===== src/hdl/assert_macros.svh =====
// Assertion macros used by the datapath RTL file of the rank/unrank block.
`ifndef ASSERT_MACROS_SVH
`define ASSERT_MACROS_SVH

// Same-cycle implication, checked on aclk outside reset.
`define ASSERT_IMP(label, ante, cons, msg) \
    label: assert property (@(posedge aclk) disable iff (!aresetn) (ante) |-> (cons)) \
        else $error(msg);

// Next-cycle implication, checked on aclk outside reset.
`define ASSERT_NXT(label, ante, cons, msg) \
    label: assert property (@(posedge aclk) disable iff (!aresetn) (ante) |=> (cons)) \
        else $error(msg);

`endif


===== src/hdl/ddru_pkg.sv =====
// Package: widths, codes, states and control structs of the rank/unrank block.
package ddru_pkg;

    localparam int DATA_W  = 64;
    localparam int BOUND_W = 63;
    localparam int BASE_W  = 8;
    localparam int CFG_W   = 63;

    // Digit steps the divider retires per cycle
    localparam int DIV_STEPS = 8;
    localparam int DIV_CYC   = DATA_W / DIV_STEPS;
    localparam int DIV_CW    = $clog2(DIV_CYC);

    localparam logic [BASE_W-1:0] BASE_RESET = 8'd2;
    localparam logic [BASE_W-1:0] BASE_MIN   = 8'd2;

    // Configuration register indexes
    localparam logic CFG_BASE  = 1'b0;
    localparam logic CFG_BOUND = 1'b1;

    // Opcodes
    localparam logic OP_QUERY  = 1'b0;
    localparam logic OP_UNRANK = 1'b1;

    typedef enum logic [3:0] {
        S_IDLE,
        S_SDIV,
        S_SWAIT,
        S_SMUL,
        S_SACC,
        S_WINIT,
        S_WRD,
        S_WDIV,
        S_WWAIT,
        S_WMUL,
        S_WACC,
        S_OUT
    } state_t;

    typedef struct packed {
        logic load;
        logic div_start;
        logic split_phase;
        logic mul;
        logic split_acc;
        logic walk_init;
        logic walk_acc;
        logic out_load;
    } cmd_t;

    typedef struct packed {
        logic stale;
        logic div_done;
        logic split_last;
        logic walk_last;
        logic out_free;
    } stat_t;

endpackage


===== src/hdl/ddru_ctrl.sv =====
// Controller: sequences bound digit split, digit walk and result load.
module ddru_ctrl (
    input  logic                aclk,
    input  logic                aresetn,
    input  logic                s_valid,
    output logic                s_ready,
    input  ddru_pkg::stat_t     stat,
    output ddru_pkg::cmd_t      cmd
);
    import ddru_pkg::*;

    state_t state_reg;
    state_t state_next;

    always_ff @(posedge aclk) begin
        if (!aresetn) begin
            state_reg <= S_IDLE;
        end else begin
            state_reg <= state_next;
        end
    end

    // Next state
    always_comb begin
        state_next = state_reg;
        case (state_reg)
            S_IDLE: begin
                if (s_valid) begin
                    state_next = stat.stale ? S_SDIV : S_WINIT;
                end
            end
            S_SDIV:  state_next = S_SWAIT;
            S_SWAIT: begin
                if (stat.div_done) begin
                    state_next = S_SMUL;
                end
            end
            S_SMUL:  state_next = S_SACC;
            S_SACC:  state_next = stat.split_last ? S_WINIT : S_SDIV;
            S_WINIT: state_next = S_WRD;
            S_WRD:   state_next = S_WDIV;
            S_WDIV:  state_next = S_WWAIT;
            S_WWAIT: begin
                if (stat.div_done) begin
                    state_next = S_WMUL;
                end
            end
            S_WMUL:  state_next = S_WACC;
            S_WACC:  state_next = stat.walk_last ? S_OUT : S_WRD;
            S_OUT: begin
                if (stat.out_free) begin
                    state_next = S_IDLE;
                end
            end
            default: state_next = S_IDLE;
        endcase
    end

    // Commands
    always_comb begin
        cmd     = '0;
        s_ready = 1'b0;
        case (state_reg)
            S_IDLE: begin
                s_ready  = 1'b1;
                cmd.load = s_valid;
            end
            S_SDIV: begin
                cmd.div_start   = 1'b1;
                cmd.split_phase = 1'b1;
            end
            S_SMUL: begin
                cmd.mul         = 1'b1;
                cmd.split_phase = 1'b1;
            end
            S_SACC:  cmd.split_acc = 1'b1;
            S_WINIT: cmd.walk_init = 1'b1;
            S_WDIV:  cmd.div_start = 1'b1;
            S_WMUL:  cmd.mul       = 1'b1;
            S_WACC:  cmd.walk_acc  = 1'b1;
            S_OUT:   cmd.out_load  = stat.out_free;
            default: cmd = '0;
        endcase
    end

endmodule


===== config.mk =====
export PLATFORM = sky130hd
export DESIGN_NAME = ddru_ctrl
export DESIGN_NICKNAME = d
export VERILOG_FILES = /design/src/hdl/assert_macros.svh /design/src/hdl/ddru_pkg.sv /design/src/hdl/ddru_ctrl.sv
export SDC_FILE = /design/constraint.sdc
export NUM_CORES = 1
export LEC_CHECK = 0
export BUFFER_PORTS_ARGS = -buffer_cell sky130_fd_sc_hd__buf_4
export CORE_AREA = 2 2 39 41
export DETAILED_ROUTE_END_ITERATION = 8
export DIE_AREA = 0 0 41 43
export GPL_TIMING_DRIVEN = 0
export PLACE_DENSITY = 0.57
export SETUP_SLACK_MARGIN = 0.4
export SLEW_MARGIN = 20
export SYNTH_ARGS = -nofsm -noshare
export SYNTH_HDL_FRONTEND = slang
export SYNTH_SLANG_ARGS = --single-unit
export TNS_END_PERCENT = 20

===== constraint.sdc =====
create_clock -name aclk -period 3.2 [get_ports aclk]
set_input_delay 0.16 -clock aclk [delete_from_list [all_inputs] [get_ports aclk]]
set_output_delay 0.16 -clock aclk [all_outputs]
set_load 0.005 [all_outputs]

Word level (Yosys, flattened, before mapping)

Cells that the tools add are included.

Flip-flop bits (word level): 4
Output and inout bits: 9
Word-level logic and storage cells: 38

Equality and inequality tests: 15
Mux-type cells: 17
Reductions and logical operators: 5

Operators with widths:

| kind                 | count |
|---|---|
| $pmux W4 S12         | 1 |
| $mux W4              | 5 |
| $eq A4 B3 Y1 const B | 4 |
| $eq A4 B4 Y1 const B | 4 |
| $mux W1              | 9 |
| $eq A4 B2 Y1 const B | 2 |
| $ne A2 B2 Y1 const B | 4 |
| $mux W3              | 2 |
| $reduce_or A2 Y1     | 3 |
| $eq A4 B1 Y1 const B | 1 |
| $logic_not A4 Y1     | 1 |
| $reduce_and A4 Y1    | 1 |

Longest topological paths before layout

Gate-level depths: netlist of run 1.

Depth in word-level cells: 3
Mapped depth: 5

Worst setup path before layout of run 1

OpenSTA, ideal clock, no wires.

Path type: register to register
Start point: register state_reg[0]
End point: register state_reg[2]
Setup time: 0.117 ns
Arrival time: 1.259 ns
Required time: 3.083 ns
Slack: 1.824 ns
Cell stages (with the launch flop): 4
Path buffers: 0
Cells stage by stage: dfxtp_1 or4b_1 a31oi_2 and4b_1

Cells in the longest elaborated chain, start to end: 3

RTL lines:

| what                                       | line            | source |
|---|---|---|
| start: declaration                         | ddru_ctrl.sv:12 | `state_t state_reg;` |
| start signal: assignment                   | ddru_ctrl.sv:19 | `state_reg <= state_next;` |
| $eq A4 B2 Y1, or another cell as far along | ddru_ctrl.sv:26 | `case (state_reg)` |
| $ne A2 B2 Y1 (no line)                     | --              |  |
| $reduce_and A4 Y1 (no line)                | --              |  |

Several ways; a longest one is shown, not always the timed one.
A chain may end at the register's enable or synchronous reset.

==> impl_metrics.toml, run 1 <==
[yosys]
synth-seq-cells = 4
syn_nets = 60
synth_area_um2 = 395.4
yosys.area.top_type = "dfxtp_1"
synth_top_area_share_pct = 20.25
synth_cell_types = 30
synth_area_per_cell_um2 = 7.603
yosys-top-cells-area = "dfxtp_1, nand2b_1, o21ai_0"
ys_warn_count = 0
syn_inst = 52
ys_seq_area_share_pct = 20.25

[critical_path]
critPathArrivalTime_ns = 1.53
start_kind = "flip-flop"
path_depth = 4
critPathRequiredTime_ns = 3.04
crit_path_top_delay_cell = "dfxtp_1"
path_buf_inv = 2
cp_cell_sequence = "clkbuf_1 > xnor2_1 > nor3b_1 > buf_4"
crit_family = "buffers and inverters"
cp_max_fo = 10
max_stage_delay_ns = 0.42
ff2ff_path_depth = 3
end_kind = "primary output"
crit_type = "flip-flop to primary output"

[global_route]
first_global_vias = 398
track_usage_pct = 12.85
antenna_found_initial = 0
grt_pass1_wl_mm = 1.531
grt-ovfl-total = 0
grt_max_degree = 11

[final_layout]
layout.nets = 81
final_area_um2 = 558.0
fin_util_pct = 40.33
synthToLayoutAreaGrowth_pct = 41.14
finalNonFillerCells = 87
largest_register_ffs = 4
n_antenna_cell = 0
layout-drive-gt1-share_pct = 30.99

[run_status]
run_status = "finished clean"

[pwr]
vdd.ir_drop.worst_mv = 0.1483
total_power_mw = 0.2210
sw_frac_of_total_pct = 32.13
leakagePower_nw = 0.2464
comb_power_share_pct = 44.3
power_switching_mw = 0.07101
internal-power_mw = 0.1500
pwr-share-clk_pct = 27.1
seq_power_share_pct = 28.6
pwr_density_cell_nw_per_um2 = 396.1

[cts]
cts-hold-fix-buffers = 0
cts_setup_buffers = 0
clk_pin_slew_ns = 0.03
cts_tree = "done"
cts.path.max_buffers = 2
clock_sinks = 4
insertion_delay_ns = 0.23
clk_root_buffer_cell = "clkbuf_4"
cts_buffers = 3
h-tree-depth = 1
cts_resized = 0

[place]
placed_cell_area_um2 = 535.5
gp_congestion = 0.7494
dpl.cell_count = 84
dp_slack_ns = 1.704
port_buffers = 16

[timing]
skew_ns = 0.001022
min_period_over_period_pct = 52.73
fin_ws_ns = 1.513
min_period_ns = 1.687
rsz0062_at_grt = "false"
max_freq_mhz = 592.6
slew_violations = 0
setup_viol = 0
tns_ns = 0
worst_pin_slew_ns = 0.4632
slew_headroom_pct = 69.12
hold_viol = 0
worst_hold_slack_ns = 0.2226

[hold_path]
hp-class = "input port to flip-flop"
holdPathStages = 3

[routing]
wl_per_cell_um = 11.94
avgViaCountPerCell = 5.103
drtAntennaViolNets = 0
remaining_drc_errors = 0
first_iter_violations = 11
first_pass_iters = 3
vias = 444
route.final.wire_length_mm = 1.039

[floorplan]
die_h_um = 43
fp.dieArea_um2 = 1763
io_pins = 17
placementRows = 14
start_util_pct = 28.57
coreArea_um2 = 1384
die_w_um = 41

[job]
cap_violations = 0
[final timing paths]
path	start	endpoint	slack (ns)
max	state_reg[3]	cmd[4]	1.51
max reg2reg	state_reg[3]	state_reg[2]	1.70
min	aresetn	state_reg[0]	0.22
min reg2reg	state_reg[3]	state_reg[0]	0.75
[synth_stat cells]
master,number
dfxtp_1,4
nand2b_1,4
and2_1,2
nand4b_1,2
nor4_1,1
nor2b_1,2
inv_1,1
and3b_1,1
nor3_1,1
or4b_1,1
nor3b_1,1
and3_1,1
a31oi_2,1
o211a_1,1
xnor2_1,1
o22ai_1,1
o21ai_0,5
a2bb2oi_1,1
and4b_1,1
or4_1,1
nor2_1,5
nand2_1,3
a221oi_1,1
nand3b_1,1
buf_2,2
or4bb_1,1
mux2i_1,2
a21boi_0,1
clkbuf_1,2
xor2_1,1
[final cells by class]
cell class | instances | area (um2)
Buffer | 4 | 17.52
Clock buffer | 3 | 22.52
Fill cell | 162 | 825.8
Inverter | 1 | 3.754
Multi-Input combinational cell | 43 | 294.0
Sequential cell | 4 | 80.08
Tap cell | 16 | 20.02
Timing Repair Buffer | 16 | 120.1
[kinds of logic (layout without fill, tap and decap cells)]
logic type                after synthesis  after routing  share of synthesized area [%]
AOI/OAI and AO/OA                      11             11                          19.94
DFF                                     4              4                          20.25
xor gates and xnor gates                2              2                          4.431
buffers and inverters                   5             24                          5.380
and+or+nand+nor                        28             28                          44.94
muxes                                   2              2                          5.063
[power groups by stage]
stage | registers, mW | clock network (mW) | logic, mW
6_report | 0.0633 | 0.0598 | 0.0979
5_1_grt | 0.0642 | 0.0659 | 0.108
3_3_place_gp | 0.0639 | 0 | 0.0978
2_1_floorplan | 0.0621 | 0 | 0.0596
4_1_cts | 0.0631 | 0.0636 | 0.0980
3_5_place_dp | 0.0637 | 0 | 0.0977
[worst min-delay path, delay by kind of cell]
family | cells | cell delay (ns)
AO/OA/AOI/OAI | 1 | 0.07
buffers and inverters | 1 | 0.11
AND/OR/NAND/NOR | 1 | 0.08
[routing by layer]
| metal | vias up | wire, um | global-route usage (%) |
|---|---|---|---|
| li1 | 230 | - | - |
| met1 | 200 | 497 | 14.79 |
| met2 | 14 | 486 | 20.00 |
| met3 | 0 | 55 | 3.141 |
| met4 | 0 | 0 | 8.000 |
| met5 | - | 0 | 0 |
[cells in the final DEF, fill, tap and decap left out, types with 3 or more instances in the layout]
master and n:
dfxtp_1 4, nand2b_1 4, clkbuf_4 3, o21ai_0 5, nand2_1 3, nor2_1 5
buf_4 16
Note: power is estimated with default switching activity, not from simulation.
==> run 2, diff against run 1 <==
==> constraint.sdc (replaced) <==
create_clock -name aclk -period 1.6 [get_ports aclk]
set_input_delay 0.08 -clock aclk [delete_from_list [all_inputs] [get_ports aclk]]
set_output_delay 0.08 -clock aclk [all_outputs]
set_load 0.005 [all_outputs]
==> run 2 against run 1 <==
Non-clock buffer count unchanged. Critical endpoint is now state_reg[2]. Count of clock-buffer cells in the layout unchanged. Sequential power is 110% higher. Flip-flop and latch count is the same. Critical path type is now flip-flop to flip-flop. Largest power group unchanged. Combinational power is 150% higher. Largest cell class unchanged. Clock skew up 0.0029 ns. Highest routed layer unchanged.
==> impl_metrics.toml, run 2 (same netlist as run 1, synthesis figures left out) <==
[timing]
slew_headroom_pct = 86.40
fin_ws_ns = 0.2111
tns_ns = 0
worst_hold_slack_ns = 0.1326
max_freq_mhz = 720.0
min_period_over_period_pct = 86.81
hold_viol = 0
worst_pin_slew_ns = 0.2025
skew_ns = 0.003957
setup_viol = 0
min_period_ns = 1.389
slew_violations = 0
rsz0062_at_grt = "true"

[pwr]
vdd.ir_drop.worst_mv = 0.3655
leakagePower_nw = 0.2686
pwr-share-clk_pct = 24.8
internal-power_mw = 0.3326
seq_power_share_pct = 26.5
pwr_density_cell_nw_per_um2 = 799.6
total_power_mw = 0.4942
comb_power_share_pct = 48.7
sw_frac_of_total_pct = 32.69
power_switching_mw = 0.1616

[place]
hpwl_um = 736.1
dpl.cell_count = 84
dp_slack_ns = 0.1813
gp_congestion = 0.7767
port_buffers = 16

[critical_path]
start_kind = "flip-flop"
cp_max_fo = 8
crit_family = "simple AND/OR/NAND/NOR gates"
max_stage_delay_ns = 0.53
path_buf_inv = 0
crit_type = "flip-flop to flip-flop"
critPathArrivalTime_ns = 1.56
critPathRequiredTime_ns = 1.77
cp_cell_sequence = "or4_1 > o211a_1 > o22ai_2 > and4b_1"
startpoint = "state_reg[3]"
crit_path_top_delay_cell = "or4_1"
end_kind = "flip-flop"
reg2reg_from = "state_reg[3]"

[routing]
wl_per_cell_um = 12.18
vias = 442
drtAntennaViolNets = 0
first_pass_iters = 4
first_iter_violations = 3
avgViaCountPerCell = 5.080
remaining_drc_errors = 0
route.final.wire_length_mm = 1.060

[floorplan]
placementRows = 14
start_util_pct = 28.57
fp.dieArea_um2 = 1763
coreArea_um2 = 1384
die_w_um = 41
io_pins = 17
die_h_um = 43

[final_layout]
synthToLayoutAreaGrowth_pct = 56.33
layout-drive-gt1-share_pct = 43.66
layout.nets = 81
finalNonFillerCells = 87
final_common_cell = "buf_4"
largest_register_ffs = 4
mostFrequentLayoutCells = "buf_4, nor2_1, o21ai_0, nand2b_1"
n_antenna_cell = 0

[global_route]
first_global_vias = 374
grt_pass1_wl_mm = 1.649
grt_max_degree = 11
track_usage_pct = 13.55
grt-ovfl-total = 0
antenna_found_initial = 0

[cts]
cts_tree = "done"
cts_buffers = 3
h-tree-depth = 1
cts.path.max_buffers = 2
clock_sinks = 4
clk_root_buffer_cell = "clkbuf_4"
clk_pin_slew_ns = 0.04
insertion_delay_ns = 0.23

[run_status]
run_status = "finished clean"

[hold_path]
hp-class = "input port to flip-flop"
min_from = "aresetn"

[job]
cap_violations = 0
[run 2: changes by cell type in the layout (fill, tap and decap cells not counted), sizes merged]
cell	before	now
buf	18	20
clkbuf	5	3
[run 2: through the flow]
stage	instance area [um2]	util, %
2_1_floorplan	397.9	-
3_3_place_gp	538.0	38.88
3_5_place_dp	538.0	38.88
4_1_cts	586.8	42.41
5_1_grt	618.1	44.67
6_report	618.1	44.67
[run 2: worst reg2reg max path: stages, from the launching register on]
cell,delay (ns)
dfxtp_2,0.34
or4_1,0.53
o211a_1,0.16
o22ai_2,0.11
and4b_1,0.19
[run 2: timing repair]
action / in CTS / in global routing
hold buffers: 0 / 0
resized for setup: 7 / 12
buffers inserted: 0 / 0
pin swaps: 1 / 2
endpoints found under the setup margin: 10 / 10
gates cloned: 0 / 0
[run 2: layout make-up]
class | instances | area, um2
Buffer | 4 | 37.54
Inverter | 1 | 3.754
Timing Repair Buffer | 16 | 120.1
Clock buffer | 3 | 22.52
Fill cell | 155 | 765.7
Multi-Input combinational cell | 43 | 330.3
Sequential cell | 4 | 83.83
Tap cell | 16 | 20.02
[run 2: routing by layer]
layer | vias up | wire (um) | global-route usage (%)
met4 | 0 | 0 | 8.000
li1 | 230 | - | -
met5 | - | 0 | 0
met1 | 200 | 500 | 20.26
met2 | 12 | 500 | 17.81
met3 | 0 | 58 | 1.571
[run 2: final timing paths]
check	to	slack, ns	cells after the start
max	state_reg[2]	0.21	4
min reg2reg	state_reg[1]	0.68	2
max reg2reg	state_reg[2]	0.21	4
min	state_reg[1]	0.13	3
[run 2: power groups by stage]
stage	sequential (mW)	combinational, mW	clock, mW
2_1_floorplan	0.125	0.120	0
3_5_place_dp	0.129	0.197	0
4_1_cts	0.128	0.211	0.129
5_1_grt	0.134	0.268	0.135
6_report	0.131	0.241	0.123
3_3_place_gp	0.129	0.197	0
==> run 3, diff against run 2 <==
--- a/config.mk
+++ b/config.mk
@@ -6,11 +6,12 @@
 export NUM_CORES = 1
 export LEC_CHECK = 0
 export BUFFER_PORTS_ARGS = -buffer_cell sky130_fd_sc_hd__buf_4
-export CORE_AREA = 2 2 39 41
+export CELL_PAD_IN_SITES_DETAIL_PLACEMENT = 0
+export CELL_PAD_IN_SITES_GLOBAL_PLACEMENT = 1
+export CORE_UTILIZATION = 30
 export DETAILED_ROUTE_END_ITERATION = 8
-export DIE_AREA = 0 0 41 43
 export GPL_TIMING_DRIVEN = 0
-export PLACE_DENSITY = 0.57
+export PLACE_DENSITY = 0.76
 export SETUP_SLACK_MARGIN = 0.4
 export SLEW_MARGIN = 20
 export SYNTH_ARGS = -nofsm -noshare
==> run 3 against run 2 <==
Count of clock-buffer cells in the layout stayed put. First-iteration DRC count grew 100%. Sequential share of layout area increased by 0.33 points. Routed wire length decreased by 5.0%. Critical path depth shrank 1. Die area shrank 17%. Clock power hardly changed. Core utilization grew 9.9 points. Worst setup slack got worse by 0.014 ns. Register-to-register slack barely moved. Fmax decreased by 1.0%. Non-clock buffer count rose by 1.
==> impl_metrics.toml, run 3 (same netlist as run 1, synthesis figures left out) <==
[run_status]
run_status = "finished clean"

[final_layout]
largest_register_ffs = 4
layout.nets = 82
layout-drive-gt1-share_pct = 44.44
regArea_um2 = 88.84
final_common_cell = "buf_4"
fillers = 122
n_antenna_cell = 0
mostFrequentLayoutCells = "buf_4, nor2_1, o21ai_0, nand2b_1"
synthToLayoutAreaGrowth_pct = 61.71
multiInputGateArea_um2 = 331.6
finalNonFillerCells = 86

[pwr]
vdd.ir_drop.worst_mv = 0.4523
leakagePower_nw = 0.2755
pwr_density_cell_nw_per_um2 = 783.2

[routing]
first_iter_violations = 6
remaining_drc_errors = 0
avgViaCountPerCell = 5.291
wl_per_cell_um = 11.71
route.final.wire_length_mm = 1.007
first_pass_iters = 4
vias = 455
drtAntennaViolNets = 0

[global_route]
grt-ovfl-total = 0
grt_pass1_wl_mm = 1.807
antenna_found_initial = 0
track_usage_pct = 17.20
first_global_vias = 453
grt_max_degree = 11

[timing]
rsz0062_at_grt = "true"
slew_violations = 0
worst_pin_slew_ns = 0.2064
worst_hold_slack_ns = 0.1384
min_period_ns = 1.403
fin_ws_ns = 0.1971
max_freq_mhz = 712.8
slew_headroom_pct = 86.14
setup_viol = 0
hold_viol = 0
min_period_over_period_pct = 87.68
tns_ns = 0
skew_ns = 0.0004563

[floorplan]
fp.dieArea_um2 = 1467
start_util_pct = 33.76
die_w_um = 38.31
coreArea_um2 = 1171
placementRows = 12
die_h_um = 38.31
io_pins = 17

[hold_path]
hp-class = "input port to flip-flop"

[job]
cap_violations = 0

[critical_path]
max_stage_delay_ns = 0.53
crit_path_top_delay_cell = "or4b_4"
cp_cell_sequence = "or4b_4 > a31oi_4 > and4b_1"
end_kind = "flip-flop"
cp_max_fo = 6
critPathRequiredTime_ns = 1.72
timing.rr.end = "state_reg[2]"
critPathArrivalTime_ns = 1.53
crit_family = "simple AND/OR/NAND/NOR gates"
rrSetupSlack_ns = 0.20
crit_type = "flip-flop to flip-flop"
startpoint = "state_reg[1]"
start_kind = "flip-flop"
path_depth = 3
ff2ff_path_depth = 3
reg2reg_from = "state_reg[1]"
crit_end = "state_reg[2]"
path_buf_inv = 0

[place]
port_buffers = 16
dpl.cell_count = 82
dp_slack_ns = 0.1804
gp_congestion = 0.6975
hpwl_um = 781.7

[cts]
clk_pin_slew_ns = 0.04
clock_sinks = 4
insertion_delay_ns = 0.23
cts_tree = "done"
h-tree-depth = 1
cts-hold-fix-buffers = 0
clk_root_buffer_cell = "clkbuf_4"
cts.path.max_buffers = 2
cts_buffers = 3
[run 3: changes by cell type in the layout (fill, tap and decap cells not counted), sizes merged]
| cell | delta |
|---|---|
| clkbuf | +1 |
[run 3: how the worst min path moves through the flow]
stage / startpoint / end / slack [ns] / cells past startpoint
final: aresetn / state_reg[1] / 0.14 / 3
after global routing: aresetn / state_reg[1] / 0.16 / 3
after detailed placement: aresetn / state_reg[0] / 0.37 / 3
after CTS: aresetn / state_reg[0] / 0.14 / 3
after global placement: stat[0] / state_reg[1] / 0.38 / 3
after floorplan: aresetn / state_reg[1] / 0.22 / 2
[run 3: repair_timing]
action / in CTS / in global routing
buffers inserted: 0 / 1
pin swaps: 1 / 4
setup endpoints to repair: 11 / 11
cloned: 0 / 0
resized for setup: 10 / 12
[run 3: worst register-to-register path, stage by stage, from the launching register on]
cell and delay [ns]:
dfxtp_4 0.36, or4b_4 0.53, a31oi_4 0.20, and4b_1 0.22
[run 3: power breakdown]
group	switching (mW)	total [mW]	internal, mW
combinational	0.105	0.243	0.138
clock	0.0420	0.126	0.0840
sequential	0.0180	0.131	0.113
total	0.165	0.501	0.336
[run 3: stage by stage]
stage	area, um2	power (mW)	util (%)
6_report	639.4	0.5008	54.59
5_1_grt	639.4	0.5314	54.59
4_1_cts	601.8	0.4756	51.39
3_5_place_dp	535.5	0.3262	45.73
3_3_place_gp	535.5	0.3267	45.73
2_1_floorplan	397.9	0.2448	-
[run 3: layer usage]
layer	GRT usage (%)	up-vias	routed length, um	share of wire (%)
met3	4.070	2	58	5.8
met4	2.679	0	6	0.60
met1	20.36	202	452	45
met5	0	-	0	0
li1	-	234	-	-
met2	31.36	17	488	48
[run 3: area by class of cell]
cell class	count	share of cell area (%)
multi-input combinational	43	51.86
timing repair buffer	17	19.96
sequential	4	13.89
buffer	4	7.436
clock buffer	3	3.523
tap	14	2.740
inverter	1	0.5871
